**src/rtl/sst_pkg.sv**
```systemverilog
// ----------------------------------------------------------------------------
// sst_pkg
// shared widths, types and structs of the sjf / srtf schedule block
// ----------------------------------------------------------------------------
package sst_pkg;

  localparam int MAX_PROCS = 32;
  localparam int TIME_BITS = 16;
  localparam int IDX_W     = (MAX_PROCS > 1) ? $clog2(MAX_PROCS) : 1;
  localparam int CNT_W     = $clog2(MAX_PROCS + 1);
  localparam int SIM_W     = 22;
  localparam int TOT_W     = 27;
  localparam int PID_W     = 6;

  typedef logic [TIME_BITS-1:0] time_t;
  typedef logic [IDX_W-1:0]     idx_t;
  typedef logic [CNT_W-1:0]     cnt_t;
  typedef logic [SIM_W-1:0]     sim_t;
  typedef logic [TOT_W-1:0]     tot_t;

  // running result of one scan pass over the stored processes
  typedef struct packed {
    logic  found;
    idx_t  pick;
    time_t best;
    logic  have_next;
    time_t next_arr;
  } scan_acc_t;

endpackage

```
**src/rtl/sst_store.sv**
```systemverilog
// ----------------------------------------------------------------------------
// sst_store
// process record memories: one read address, registered read data
// ----------------------------------------------------------------------------
module sst_store (
  input  logic           clk,
  input  logic           ld_we,
  input  sst_pkg::idx_t  ld_addr,
  input  sst_pkg::time_t ld_arr,
  input  sst_pkg::time_t ld_bst,
  input  logic           rem_we,
  input  logic           ct_we,
  input  sst_pkg::idx_t  upd_addr,
  input  sst_pkg::time_t rem_wdata,
  input  sst_pkg::sim_t  ct_wdata,
  input  sst_pkg::idx_t  rd_addr,
  output sst_pkg::time_t rd_arr,
  output sst_pkg::time_t rd_bst,
  output sst_pkg::time_t rd_rem,
  output sst_pkg::sim_t  rd_ct
);

  sst_pkg::time_t arr_mem [sst_pkg::MAX_PROCS];
  sst_pkg::time_t bst_mem [sst_pkg::MAX_PROCS];
  sst_pkg::time_t rem_mem [sst_pkg::MAX_PROCS];
  sst_pkg::sim_t  ct_mem  [sst_pkg::MAX_PROCS];

  always_ff @(posedge clk) begin
    if (ld_we) begin
      arr_mem[ld_addr] <= ld_arr;
      bst_mem[ld_addr] <= ld_bst;
    end
    // loads and schedule updates never overlap
    if (ld_we) begin
      rem_mem[ld_addr] <= ld_bst;
    end else if (rem_we) begin
      rem_mem[upd_addr] <= rem_wdata;
    end
    if (ct_we) begin
      ct_mem[upd_addr] <= ct_wdata;
    end
  end

  always_ff @(posedge clk) begin
    rd_arr <= arr_mem[rd_addr];
    rd_bst <= bst_mem[rd_addr];
    rd_rem <= rem_mem[rd_addr];
    rd_ct  <= ct_mem[rd_addr];
  end

endmodule

```
**src/rtl/sst_scan_unit.sv**
```systemverilog
// ----------------------------------------------------------------------------
// sst_scan_unit
// shared compare unit: folds one process record per cycle, while vld is high, into the pick
// ----------------------------------------------------------------------------
module sst_scan_unit (
  input  logic               clk,
  input  logic               rst_n,
  input  logic               clr,
  input  logic               vld,
  input  sst_pkg::idx_t      idx,
  input  logic               done,
  input  sst_pkg::time_t     arrival,
  input  sst_pkg::time_t     burst,
  input  sst_pkg::time_t     remaining,
  input  sst_pkg::sim_t      sim_time,
  input  logic               mode,
  output sst_pkg::scan_acc_t acc
);

  sst_pkg::scan_acc_t acc_r;
  sst_pkg::time_t     key;
  logic               not_arrived;

  assign key         = mode ? remaining : burst;
  assign not_arrived = sst_pkg::sim_t'(arrival) > sim_time;

  always_ff @(posedge clk) begin
    if (!rst_n) begin
      acc_r.found     <= 1'b0;
      acc_r.have_next <= 1'b0;
    end else if (clr) begin
      acc_r.found     <= 1'b0;
      acc_r.have_next <= 1'b0;
    end else if (vld && !done) begin
      if (not_arrived) begin
        if (!acc_r.have_next || (arrival < acc_r.next_arr)) begin
          acc_r.next_arr  <= arrival;
          acc_r.have_next <= 1'b1;
        end
      end else if (!acc_r.found || (key < acc_r.best)) begin
        // strict less-than keeps the lowest index on ties
        acc_r.best  <= key;
        acc_r.pick  <= idx;
        acc_r.found <= 1'b1;
      end
    end
  end

  assign acc = acc_r;

endmodule

```
**src/rtl/sst_emit.sv**
```systemverilog
// ----------------------------------------------------------------------------
// sst_emit
// result pipeline: turnaround and waiting times, then running totals
// ----------------------------------------------------------------------------
module sst_emit (
  input  logic                        clk,
  input  logic                        rst_n,
  input  logic                        clr,
  input  logic                        in_vld,
  input  sst_pkg::idx_t               in_idx,
  input  logic                        in_last,
  input  sst_pkg::time_t              arrival,
  input  sst_pkg::time_t              burst,
  input  sst_pkg::sim_t               completion,
  output logic                        out_valid,
  output logic [sst_pkg::PID_W-1:0]   out_process_id,
  output sst_pkg::sim_t               out_completion_time,
  output sst_pkg::sim_t               out_turnaround_time,
  output sst_pkg::sim_t               out_waiting_time,
  output sst_pkg::tot_t               out_total_turnaround,
  output sst_pkg::tot_t               out_total_waiting,
  output logic                        out_last_result
);

  logic                      a_vld_r;
  logic [sst_pkg::PID_W-1:0] a_pid_r;
  logic                      a_last_r;
  sst_pkg::sim_t             a_ct_r;
  sst_pkg::sim_t             a_tat_r;
  sst_pkg::sim_t             a_wt_r;

  always_ff @(posedge clk) begin
    if (!rst_n) begin
      a_vld_r <= 1'b0;
    end else begin
      a_vld_r <= in_vld;
    end
  end

  always_ff @(posedge clk) begin
    a_pid_r  <= sst_pkg::PID_W'(sst_pkg::cnt_t'(in_idx) + sst_pkg::cnt_t'(1));
    a_last_r <= in_last;
    a_ct_r   <= completion;
    a_tat_r  <= completion - sst_pkg::sim_t'(arrival);
    a_wt_r   <= completion - sst_pkg::sim_t'(arrival) - sst_pkg::sim_t'(burst);
  end

  always_ff @(posedge clk) begin
    if (!rst_n) begin
      out_valid <= 1'b0;
    end else begin
      out_valid <= a_vld_r;
    end
  end

  always_ff @(posedge clk) begin
    if (clr) begin
      out_total_turnaround <= '0;
      out_total_waiting    <= '0;
    end else if (a_vld_r) begin
      out_total_turnaround <= out_total_turnaround + sst_pkg::tot_t'(a_tat_r);
      out_total_waiting    <= out_total_waiting + sst_pkg::tot_t'(a_wt_r);
    end
    if (a_vld_r) begin
      out_process_id      <= a_pid_r;
      out_completion_time <= a_ct_r;
      out_turnaround_time <= a_tat_r;
      out_waiting_time    <= a_wt_r;
      out_last_result     <= a_last_r;
    end
  end

endmodule

```
**src/rtl/sjf_srtf_schedule_times.sv**
```systemverilog
// ----------------------------------------------------------------------------
// sjf_srtf_schedule_times
// sjf / srtf cpu schedule calculator: loads process records, simulates one
// cpu and reports completion, turnaround and waiting times per process
// ----------------------------------------------------------------------------
// schedule: after the closing record the schedule runs in passes, each of n
//   scan reads through the one memory read port, one read tail and one
//   resolve step; results then come out on consecutive cycles
// throughput: one record per cycle while loading; busy from the closing
//   record until the final result strobe; the receiver cannot stall
// reset: synchronous active-low rst_n clears control state and the mode
// ----------------------------------------------------------------------------
module sjf_srtf_schedule_times (
  input  logic                          clk,
  input  logic                          rst_n,
  // record input
  input  logic                          start,
  output logic                          busy,
  input  logic [sst_pkg::TIME_BITS-1:0] in_arrival_time,
  input  logic [sst_pkg::TIME_BITS-1:0] in_burst_time,
  input  logic                          in_last_process,
  // result output
  output logic                          out_valid,
  output logic [sst_pkg::PID_W-1:0]     out_process_id,
  output logic [sst_pkg::SIM_W-1:0]     out_completion_time,
  output logic [sst_pkg::SIM_W-1:0]     out_turnaround_time,
  output logic [sst_pkg::SIM_W-1:0]     out_waiting_time,
  output logic [sst_pkg::TOT_W-1:0]     out_total_turnaround,
  output logic [sst_pkg::TOT_W-1:0]     out_total_waiting,
  output logic                          out_last_result,
  // mode register write
  input  logic                          cfg_valid,
  output logic                          cfg_ready,
  input  logic                          cfg_preemptive_mode
);

  // sequencer states
  localparam logic [1:0] ST_LOAD    = 2'd0;
  localparam logic [1:0] ST_SCAN    = 2'd1;
  localparam logic [1:0] ST_RESOLVE = 2'd2;
  localparam logic [1:0] ST_EMIT    = 2'd3;

  logic [1:0]             state_r, state_nxt;
  logic                   mode_r;
  sst_pkg::cnt_t          loaded_r, loaded_nxt;
  sst_pkg::cnt_t          finished_r, finished_nxt;
  sst_pkg::sim_t          time_r, time_nxt;
  sst_pkg::cnt_t          rd_idx_r, rd_idx_nxt;
  logic [sst_pkg::MAX_PROCS-1:0] done_r, done_nxt;
  logic                   vld_r;
  sst_pkg::idx_t          vidx_r;

  logic                   accept;
  logic                   ld_we;
  sst_pkg::time_t         ld_bst;
  logic                   issue;
  sst_pkg::idx_t          rd_addr;
  sst_pkg::cnt_t          last_cnt;
  logic                   vld_is_last;
  logic                   scan_clr;
  logic                   emit_clr;

  sst_pkg::time_t         rd_arr, rd_bst, rd_rem;
  sst_pkg::sim_t          rd_ct;
  sst_pkg::scan_acc_t     acc;

  // resolve step datapath
  sst_pkg::sim_t          gap;
  logic                   cut;
  sst_pkg::sim_t          span;
  sst_pkg::sim_t          time_run;
  sst_pkg::time_t         rem_new;
  logic                   rem_we;
  logic                   ct_we;

  assign busy      = (state_r != ST_LOAD);
  assign cfg_ready = 1'b1;
  assign accept    = start && !busy;

  // records past a full store are dropped, a zero burst counts as one unit
  assign ld_we  = accept && (loaded_r != sst_pkg::cnt_t'(sst_pkg::MAX_PROCS));
  assign ld_bst = (in_burst_time == '0) ? sst_pkg::time_t'(1) : in_burst_time;

  // one read port shared by the scan passes and the result readout
  assign issue   = ((state_r == ST_SCAN) || (state_r == ST_EMIT)) && (rd_idx_r != loaded_r);
  assign rd_addr = rd_idx_r[sst_pkg::IDX_W-1:0];

  assign last_cnt    = loaded_r - sst_pkg::cnt_t'(1);
  assign vld_is_last = vld_r && (vidx_r == last_cnt[sst_pkg::IDX_W-1:0]);

  // run the picked process until done, or in srtf until the next arrival
  assign gap      = sst_pkg::sim_t'(acc.next_arr) - time_r;
  assign cut      = mode_r && acc.have_next && (gap < sst_pkg::sim_t'(acc.best));
  assign span     = cut ? gap : sst_pkg::sim_t'(acc.best);
  assign time_run = time_r + span;
  assign rem_new  = acc.best - span[sst_pkg::TIME_BITS-1:0];
  assign rem_we   = (state_r == ST_RESOLVE) && acc.found;
  assign ct_we    = rem_we && (rem_new == '0);

  always_comb begin
    state_nxt    = state_r;
    loaded_nxt   = loaded_r;
    finished_nxt = finished_r;
    time_nxt     = time_r;
    rd_idx_nxt   = issue ? rd_idx_r + sst_pkg::cnt_t'(1) : rd_idx_r;
    done_nxt     = done_r;
    scan_clr     = 1'b0;
    emit_clr     = 1'b0;
    unique case (state_r)
      ST_LOAD: begin
        if (ld_we) begin
          loaded_nxt = loaded_r + sst_pkg::cnt_t'(1);
        end
        if (accept && in_last_process) begin
          state_nxt    = ST_SCAN;
          time_nxt     = '0;
          finished_nxt = '0;
          rd_idx_nxt   = '0;
          scan_clr     = 1'b1;
        end
      end
      ST_SCAN: begin
        if (vld_is_last) begin
          state_nxt = ST_RESOLVE;
        end
      end
      ST_RESOLVE: begin
        rd_idx_nxt = '0;
        if (acc.found) begin
          time_nxt = time_run;
          if (ct_we) begin
            done_nxt[acc.pick] = 1'b1;
            finished_nxt       = finished_r + sst_pkg::cnt_t'(1);
          end
        end else begin
          // nothing has arrived: skip ahead to the next arrival
          time_nxt = acc.have_next ? sst_pkg::sim_t'(acc.next_arr)
                                   : time_r + sst_pkg::sim_t'(1);
        end
        if (finished_nxt == loaded_r) begin
          state_nxt = ST_EMIT;
          emit_clr  = 1'b1;
        end else begin
          state_nxt = ST_SCAN;
          scan_clr  = 1'b1;
        end
      end
      ST_EMIT: begin
        if (out_valid && out_last_result) begin
          // set delivered: ready for the next set of records
          state_nxt    = ST_LOAD;
          loaded_nxt   = '0;
          finished_nxt = '0;
          time_nxt     = '0;
          done_nxt     = '0;
        end
      end
      default: begin
        state_nxt = ST_LOAD;
      end
    endcase
  end

  always_ff @(posedge clk) begin
    if (!rst_n) begin
      state_r    <= ST_LOAD;
      mode_r     <= 1'b0;
      loaded_r   <= '0;
      finished_r <= '0;
      time_r     <= '0;
      rd_idx_r   <= '0;
      done_r     <= '0;
      vld_r      <= 1'b0;
    end else begin
      state_r    <= state_nxt;
      loaded_r   <= loaded_nxt;
      finished_r <= finished_nxt;
      time_r     <= time_nxt;
      rd_idx_r   <= rd_idx_nxt;
      done_r     <= done_nxt;
      vld_r      <= issue;
      if (cfg_valid && cfg_ready) begin
        mode_r <= cfg_preemptive_mode;
      end
    end
  end

  // index of the record whose read data shows up next cycle
  always_ff @(posedge clk) begin
    vidx_r <= rd_addr;
  end

  sst_store u_store (
    .clk       (clk),
    .ld_we     (ld_we),
    .ld_addr   (loaded_r[sst_pkg::IDX_W-1:0]),
    .ld_arr    (in_arrival_time),
    .ld_bst    (ld_bst),
    .rem_we    (rem_we),
    .ct_we     (ct_we),
    .upd_addr  (acc.pick),
    .rem_wdata (rem_new),
    .ct_wdata  (time_run),
    .rd_addr   (rd_addr),
    .rd_arr    (rd_arr),
    .rd_bst    (rd_bst),
    .rd_rem    (rd_rem),
    .rd_ct     (rd_ct)
  );

  sst_scan_unit u_scan (
    .clk       (clk),
    .rst_n     (rst_n),
    .clr       (scan_clr),
    .vld       (vld_r && (state_r == ST_SCAN)),
    .idx       (vidx_r),
    .done      (done_r[vidx_r]),
    .arrival   (rd_arr),
    .burst     (rd_bst),
    .remaining (rd_rem),
    .sim_time  (time_r),
    .mode      (mode_r),
    .acc       (acc)
  );

  sst_emit u_emit (
    .clk                  (clk),
    .rst_n                (rst_n),
    .clr                  (emit_clr),
    .in_vld               (vld_r && (state_r == ST_EMIT)),
    .in_idx               (vidx_r),
    .in_last              (vld_is_last),
    .arrival              (rd_arr),
    .burst                (rd_bst),
    .completion           (rd_ct),
    .out_valid            (out_valid),
    .out_process_id       (out_process_id),
    .out_completion_time  (out_completion_time),
    .out_turnaround_time  (out_turnaround_time),
    .out_waiting_time     (out_waiting_time),
    .out_total_turnaround (out_total_turnaround),
    .out_total_waiting    (out_total_waiting),
    .out_last_result      (out_last_result)
  );

endmodule
```
**config.mk**
```make
export PLATFORM = sky130hd
export DESIGN_NAME = sjf_srtf_schedule_times
export DESIGN_NICKNAME = d
export VERILOG_FILES = /design/src/rtl/sst_pkg.sv /design/src/rtl/sst_store.sv /design/src/rtl/sst_scan_unit.sv /design/src/rtl/sst_emit.sv /design/src/rtl/sjf_srtf_schedule_times.sv
export SDC_FILE = /design/constraint.sdc
export NUM_CORES = 2
export LEC_CHECK = 0
export BUFFER_PORTS_ARGS = -buffer_cell sky130_fd_sc_hd__buf_2
export CORE_MARGIN = 2
export CORE_UTILIZATION = 65
export CTS_BUF_LIST = sky130_fd_sc_hd__clkbuf_4 sky130_fd_sc_hd__clkbuf_8
export CTS_CLUSTER_DIAMETER = 120
export CTS_CLUSTER_SIZE = 8
export DETAILED_ROUTE_END_ITERATION = 10
export PLACE_DENSITY = 0.86
export SLEW_MARGIN = 10
export SYNTH_ARGS = -nofsm -noshare
export SYNTH_HDL_FRONTEND = slang
export SYNTH_SLANG_ARGS = --single-unit
```
**constraint.sdc**
```tcl
create_clock -name clk -period 25.2 [get_ports clk]
set_clock_uncertainty 0.15 [all_clocks]
set_input_delay 2.52 -clock clk [delete_from_list [all_inputs] [get_ports clk]]
set_output_delay 2.52 -clock clk [all_outputs]
set_load 0.005 [all_outputs]
```
* Word level (Yosys, flattened, before mapping)
Memory sizes are Yosys's and may differ from the RTL's. A register that Yosys moved wholly into a read port is not among the register bits.
Cells that the tools add are included.
** Word-level totals
- Word-level logic and storage cells :: 154
- Input port bits :: 38
- Memories kept :: 4
- RAM bits :: 2240
- Flip-flop bits (word level) :: 322
- Output and inout bits :: 130
** Operators by class
- Add/subtract/negate cells :: 13
- Reduce and logical (&&, ||, !) cells :: 38
- Muxes and demuxes :: 47
- Equal/unequal tests :: 13
- Magnitude comparators :: 7
- Bitwise logic cells :: 4
** Memories
- u_store.ct_mem :: depth 32, bits a word 22, read ports 1, clocked after memory_dff 1, write ports 1, RTL line sst_store.sv:26 : sst_pkg::sim_t ct_mem [sst_pkg::MAX_PROCS];
- u_store.arr_mem :: depth 32, bits a word 16, read ports 1, clocked after memory_dff 1, write ports 1, RTL line sst_store.sv:23 : sst_pkg::time_t arr_mem [sst_pkg::MAX_PROCS];
- u_store.bst_mem :: depth 32, bits a word 16, read ports 1, clocked after memory_dff 1, write ports 1, RTL line sst_store.sv:24 : sst_pkg::time_t bst_mem [sst_pkg::MAX_PROCS];
- u_store.rem_mem :: depth 32, bits a word 16, read ports 1, clocked after memory_dff 1, write ports 1, RTL line sst_store.sv:25 : sst_pkg::time_t rem_mem [sst_pkg::MAX_PROCS];
** Operator list (number)
- 22-bit 2-to-1 mux :: 5
- 32-bit 2-to-1 mux :: 3
- 22-bit case mux with 3 select lines :: 1
- 32-bit case mux with 2 select lines :: 1
- 27-bit by 22-bit adder with 27-bit output :: 2
- 16-bit 2-to-1 mux :: 3
- 6-bit 2-to-1 mux :: 8
- 22-bit by 16-bit subtractor with 22-bit output :: 2
- 16-bit logical NOT :: 2
- 16-bit less-than comparator :: 2
- 32-bit bitwise OR :: 1
- 6-bit case mux with 2 select lines :: 2
- 22-bit by 1-bit adder with 22-bit output, second input constant :: 1
- 22-bit adder :: 1
- 16-bit by 22-bit greater-than comparator with 1-bit output :: 1
- 22-bit by 16-bit less-than comparator with 1-bit output :: 1
- 16-bit by 22-bit subtractor with 22-bit output :: 1
- 6-bit by 1-bit adder with 6-bit output, second input constant :: 3
- 6-bit case mux with 3 select lines :: 1
- 16-bit OR reduction :: 1
- 16-bit subtractor :: 1
- 3-bit AND reduction :: 5
- 1-bit logical AND :: 14
- 1-bit 2-to-1 mux :: 14
- other kinds (27) :: 46

* Logic depth before layout (Yosys ltp)
- Depth in word-level cells :: 15
- Depth in mapped cells :: 37
- Mapped depth without buffers :: 35

* By module
From an unflattened synthesis, not the netlist that was laid out.
** Unflattened totals
- Cell total of the unflattened synthesis :: 5728
- Area total of the unflattened synthesis :: 107371.7 µm²
** Modules (own cells, without submodules)
- sst_store :: cells each 3523, sequential area each 68665.9 µm², area an instance 86995.9 µm², instances 1
- sst_emit :: cells each 931, sequential area each 4774.6 µm², area an instance 9778.1 µm², instances 1
- sjf_srtf_schedule_times :: cells each 1036, sequential area each 1621.6 µm², area an instance 7956.4 µm², instances 1
- sst_scan_unit :: cells each 238, sequential area each 1151.1 µm², area an instance 2641.3 µm², instances 1

* Worst setup path after synthesis
OpenSTA, ideal clock, no wires.
- Kind :: reg2reg
- From :: register time_r[0]
- To :: memory u_store.ct_mem[17][0] (netlist name) (enable)
- Path buffers :: 3
- Period minus slack after synthesis :: 8.413 ns
- Path slack :: 16.787 ns
- Data required time :: 24.649 ns
- Library setup time :: 0.401 ns
- Data arrival time :: 7.862 ns
- Stages on the path, launching flop included :: 36
- Path through :: dfxtp_1 > ha_1 > inv_1 > fa_1 > a211oi_1 > o21a_1 > o32a_1 > a21oi_2 > o21a_1 > nor2_1 > xnor2_1 > ha_1 > nand4_1 > nor2_1 > o211ai_1 > o211ai_1 > a211oi_1 > mux2_2 > o211ai_1 > clkbuf_1 > mux2i_1 > ha_1 > inv_1 > fa_1 > a21o_1 > a21oi_1 > xnor2_1 > or3_1 > a211oi_1 > nand4_1 > nor2_1 > nand4_1 > clkbuf_1 > or2_2 > clkbuf_1 > nor2_1
** Between the ends
- Cells in the longest elaborated chain, start to end :: 9
** RTL lines
- start, declared :: RTL line sjf_srtf_schedule_times.sv:47 : sst_pkg::sim_t time_r, time_nxt;
- start signal, assigned :: RTL line sjf_srtf_schedule_times.sv:178 : time_r <= time_nxt;
- 16-bit by 22-bit subtractor with 22-bit output (*) :: RTL line sjf_srtf_schedule_times.sv:92 : assign gap = sst_pkg::sim_t'(acc.next_arr) - time_r;
- 22-bit by 16-bit less-than comparator with 1-bit output :: RTL line sjf_srtf_schedule_times.sv:93 : assign cut = mode_r && acc.have_next && (gap < sst_pkg::sim_t'(acc.best));
- 1-bit logical AND :: RTL line sjf_srtf_schedule_times.sv:93
- 22-bit 2-to-1 mux (*) :: RTL line sjf_srtf_schedule_times.sv:94 : assign span = cut ? gap : sst_pkg::sim_t'(acc.best);
- 16-bit subtractor (*) :: RTL line sjf_srtf_schedule_times.sv:96 : assign rem_new = acc.best - span[sst_pkg::TIME_BITS-1:0];
- 16-bit logical NOT (*) :: RTL line sjf_srtf_schedule_times.sv:98 : assign ct_we = rem_we && (rem_new == '0);
- 1-bit logical AND (*) :: RTL line sjf_srtf_schedule_times.sv:98
- 1-bit 2-to-1 mux (*) :: RTL line sst_store.sv:39 : if (ct_we) begin
- 1-bit 2-to-1 mux (not written as such) (*) :: RTL line sst_store.sv:40 : ct_mem[upd_addr] <= ct_wdata;
- end, declared :: RTL line sst_store.sv:26
Every way passes the cells marked *; elsewhere a longest branch is shown, timed or not.

* Worst setup path after layout
- From :: register time_r[0]
- To :: memory u_store.ct_mem[4][3] (netlist name) (enable)
The elaborated chain is that of the path after synthesis.

==> flow_metrics.tcl <==
set metrics [dict create \
    cts_resized 0 \
    timing.rr.end "u_store.ct_mem[4][3]$_DFFE_PP_" \
    yosysTopAreaCell "edfxtp_1" \
    dpl_cell_area_um2 110000 \
    hold_class "reg -> reg" \
    fp.dieArea_um2 166000 \
    hp-start "u_store.rd_ct[15]$_DFF_P_" \
    fp.dieW_um 408 \
    synth_area_um2 106000 \
    grt_overflow 0 \
    relSlewSlack_pct 12.6 \
    dp.cells 7766 \
    yosysSeqAreaShare_pct 71.8 \
    antenna_found_initial 23 \
    dp_slack_ps 16270 \
    drtIter0Drc 8495 \
    core_um2 162000 \
    status "finished, final reports clean" \
    start_util_pct 65.3 \
    htree_levels 5 \
    wire_per_inst_um 31.8 \
    vias_per_cell 6.86 \
    nets 6212 \
    drtPass1Iterations 6 \
    finalHoldViolations 0 \
    dr_wl_met3_um 33800 \
    route.vias.total 57500 \
    avgSynthCellArea_um2 19.1 \
    fmax_mhz 109 \
    cts.clk_slew.worst_paths_ps 70 \
    wl_um 266000 \
    slew_viol_final 0 \
    stdcell_area_um2 117000 \
    final_cells 8374 \
    layout_setup_ws_ps 16050 \
    ant_nets 0 \
    setup_tns_ps 0 \
    rrSetupSlack_ps 16050 \
    ys.flop_type "edfxtp_1" \
    yosys_warnings 0 \
    fp.dieH_um 408 \
    worst-setup-path-type "reg -> reg" \
    top_layer_used "met5" \
    gp_congestion 0.930 \
    p_total_mw 8.44 \
    end_kind "flip-flop" \
    min_period_ps 9150 \
    ctsHoldBuffers 0 \
    postSynthCellCount 5556 \
    cp_slowest_cell "nor2_2" \
    r2r_cells 34 \
    cts_made_buffers 378 \
    final_util_pct 72.3 \
    wl_met1_um 94500 \
    synth_edf_count 2350 \
    ys_top_cells_by_area "edfxtp_1, mux4_2, dfxtp_1" \
    synth_seq_cells 2632 \
    num_rows 148 \
    irDropWorstVdd_mv 0.0573 \
    place_hpwl_um 159000 \
    setup_viol 0 \
    leakage_nw 37.8 \
    critPathArrivalTime_ps 9670 \
    clockRootBuffer "clkbuf_8" \
    dr_wl_met2_um 127000 \
    whs_path_depth 0 \
    holdWs_ps 223 \
    r2r_start "time_r[0]$_SDFFE_PN0P_" \
    grt_util_all_layers_pct 32.1 \
    critPathMaxFanout 22 \
    grt_pass1_vias 57200 \
    start_kind "flip-flop" \
    hold_end "u_emit.a_ct_r[15]$_DFF_P_" \
    worstSkewPairLatency_ps 1130 \
    min_period_over_period_pct 36.3 \
    synth.distinct_cells 76 \
    clock_sinks 2632 \
    synthArstFlopShare_pct 0 \
    grt_max_degree 151 \
    io_pins 168 \
    tightest_slew_ps 1310 \
    synth_top_area_share_pct 66.5 \
    grt_pass1_wl_um 384000 \
    areaGrowthSynthToFinish_pct 10.6 \
    drive_gt1_share_pct 29.3 \
    portBuffers 166 \
    drc_errors 0 \
    fill_cells 8852 \
    rsz0062_at_grt "no" \
    cap_violations 0 \
    clock_path_buffers 4 \
    critPathRequiredTime_ps 25720 \
    power.density_nw_per_um2 71.9 \
    slowest_delay_ps 1040 \
    post-cts-setup-buffers 0 \
    cts_tree "done" \
]
## Yosys cell counts (all sizes together), types with 8 or more instances
library cell	count
a21oi	155
nor2b	49
nand4	21
a21o	37
a22oi	10
or3	25
a31oi	9
o21a	33
xor2	49
a221oi	8
and3	15
o211ai	13
o21ai	122
nand2b	33
mux2	87
clkbuf	193
a211oi	32
buf	65
nor3	55
a21boi	16
nor2	309
and2	19
xnor2	98
mux2i	34
mux4	710
inv	146
or2	14
nand3	57
nor4	15
o21bai	18
nand2	177
dfxtp	282
edfxtp	2350
ha	195
## final cells by class
type / instances / area [um2] / share of cell area (%)
antenna: 6 / 15.0 / 0.0128
clock buffer: 593 / 6850 / 5.83
clock inverter: 8 / 65.1 / 0.0554
inverter: 146 / 548 / 0.467
multi-input combinational: 2522 / 29100 / 24.8
sequential: 2632 / 76200 / 65.0
tap: 2175 / 2720 / 2.32
timing repair buffer: 292 / 1820 / 1.55
## worst max-delay path, delay by kind of cell (launching register included)
kind	cells	cell delay (ps)
mux	2	590
simple gates	9	2730
fa+ha+maj	5	1610
flops	1	490
buf+inv	4	670
xor+xnor	2	210
compound gates	12	2250
## worst max-delay path by stage
stage | startpoint | end | slack (ps)
floorplan | time_r[0]$_SDFFE_PN0P_ | u_store.ct_mem[17][0]$_DFFE_PP_ | 16790
global placement | time_r[0]$_SDFFE_PN0P_ | u_store.ct_mem[19][11]$_DFFE_PP_ | 16360
detailed placement | time_r[0]$_SDFFE_PN0P_ | u_store.ct_mem[24][8]$_DFFE_PP_ | 16270
CTS | time_r[0]$_SDFFE_PN0P_ | u_store.ct_mem[24][1]$_DFFE_PP_ | 16170
global route | time_r[0]$_SDFFE_PN0P_ | u_store.ct_mem[10][7]$_DFFE_PP_ | 15340
finish | time_r[0]$_SDFFE_PN0P_ | u_store.ct_mem[4][3]$_DFFE_PP_ | 16050
## report_power, final
part / leakage (nW) / internal [mW] / switching (mW)
Clock: 3.74 / 1.70 / 1.52
Combinational: 10.7 / 0.156 / 0.238
Sequential: 23.4 / 4.78 / 0.0422
## logic make-up (layout without fill, tap and decap cells)
family	count (synthesis)	in the layout	share of synthesized area (%)
buffers and inverters	404	1039	1.45
AO/OA/AOI/OAI	526	526	3.18
flip-flops	2632	2632	71.8
XOR/XNOR	148	148	1.23
adder cells (fa/ha/maj)	202	202	2.43
AND/OR/NAND/NOR	811	811	3.56
other	2	10	0.00708
multiplexers	831	831	16.3
## layer usage
layer / track usage (%) / up-vias
met3: 7.88 / 704
met1: 44.6 / 29200
met2: 49.9 / 4336
met5: 0 / -
met4: 12.5 / 14
li1: - / 23200
## registers in the layout, summed over array words and instances (netlist names), 27 cells and up
register,count
u_store.ct_mem,704
u_store.arr_mem,512
u_store.bst_mem,512
u_store.rem_mem,512
u_scan.acc,39
done_r,32
u_emit.out_total_turnaround,27
u_emit.out_total_waiting,27
## layout by cell type (no fill, tap or decap), drive strengths merged, types with 98 or more instances in the layout
| master | n |
|---|---|
| ha | 195 |
| a21oi | 155 |
| inv | 150 |
| xnor2 | 98 |
| mux4 | 710 |
| o21ai | 122 |
| buf | 292 |
| clkbuf | 593 |
| nor2 | 309 |
| edfxtp | 2350 |
| nand2 | 177 |
| dfxtp | 282 |
Note: power is estimated with default switching activity, not from simulation.
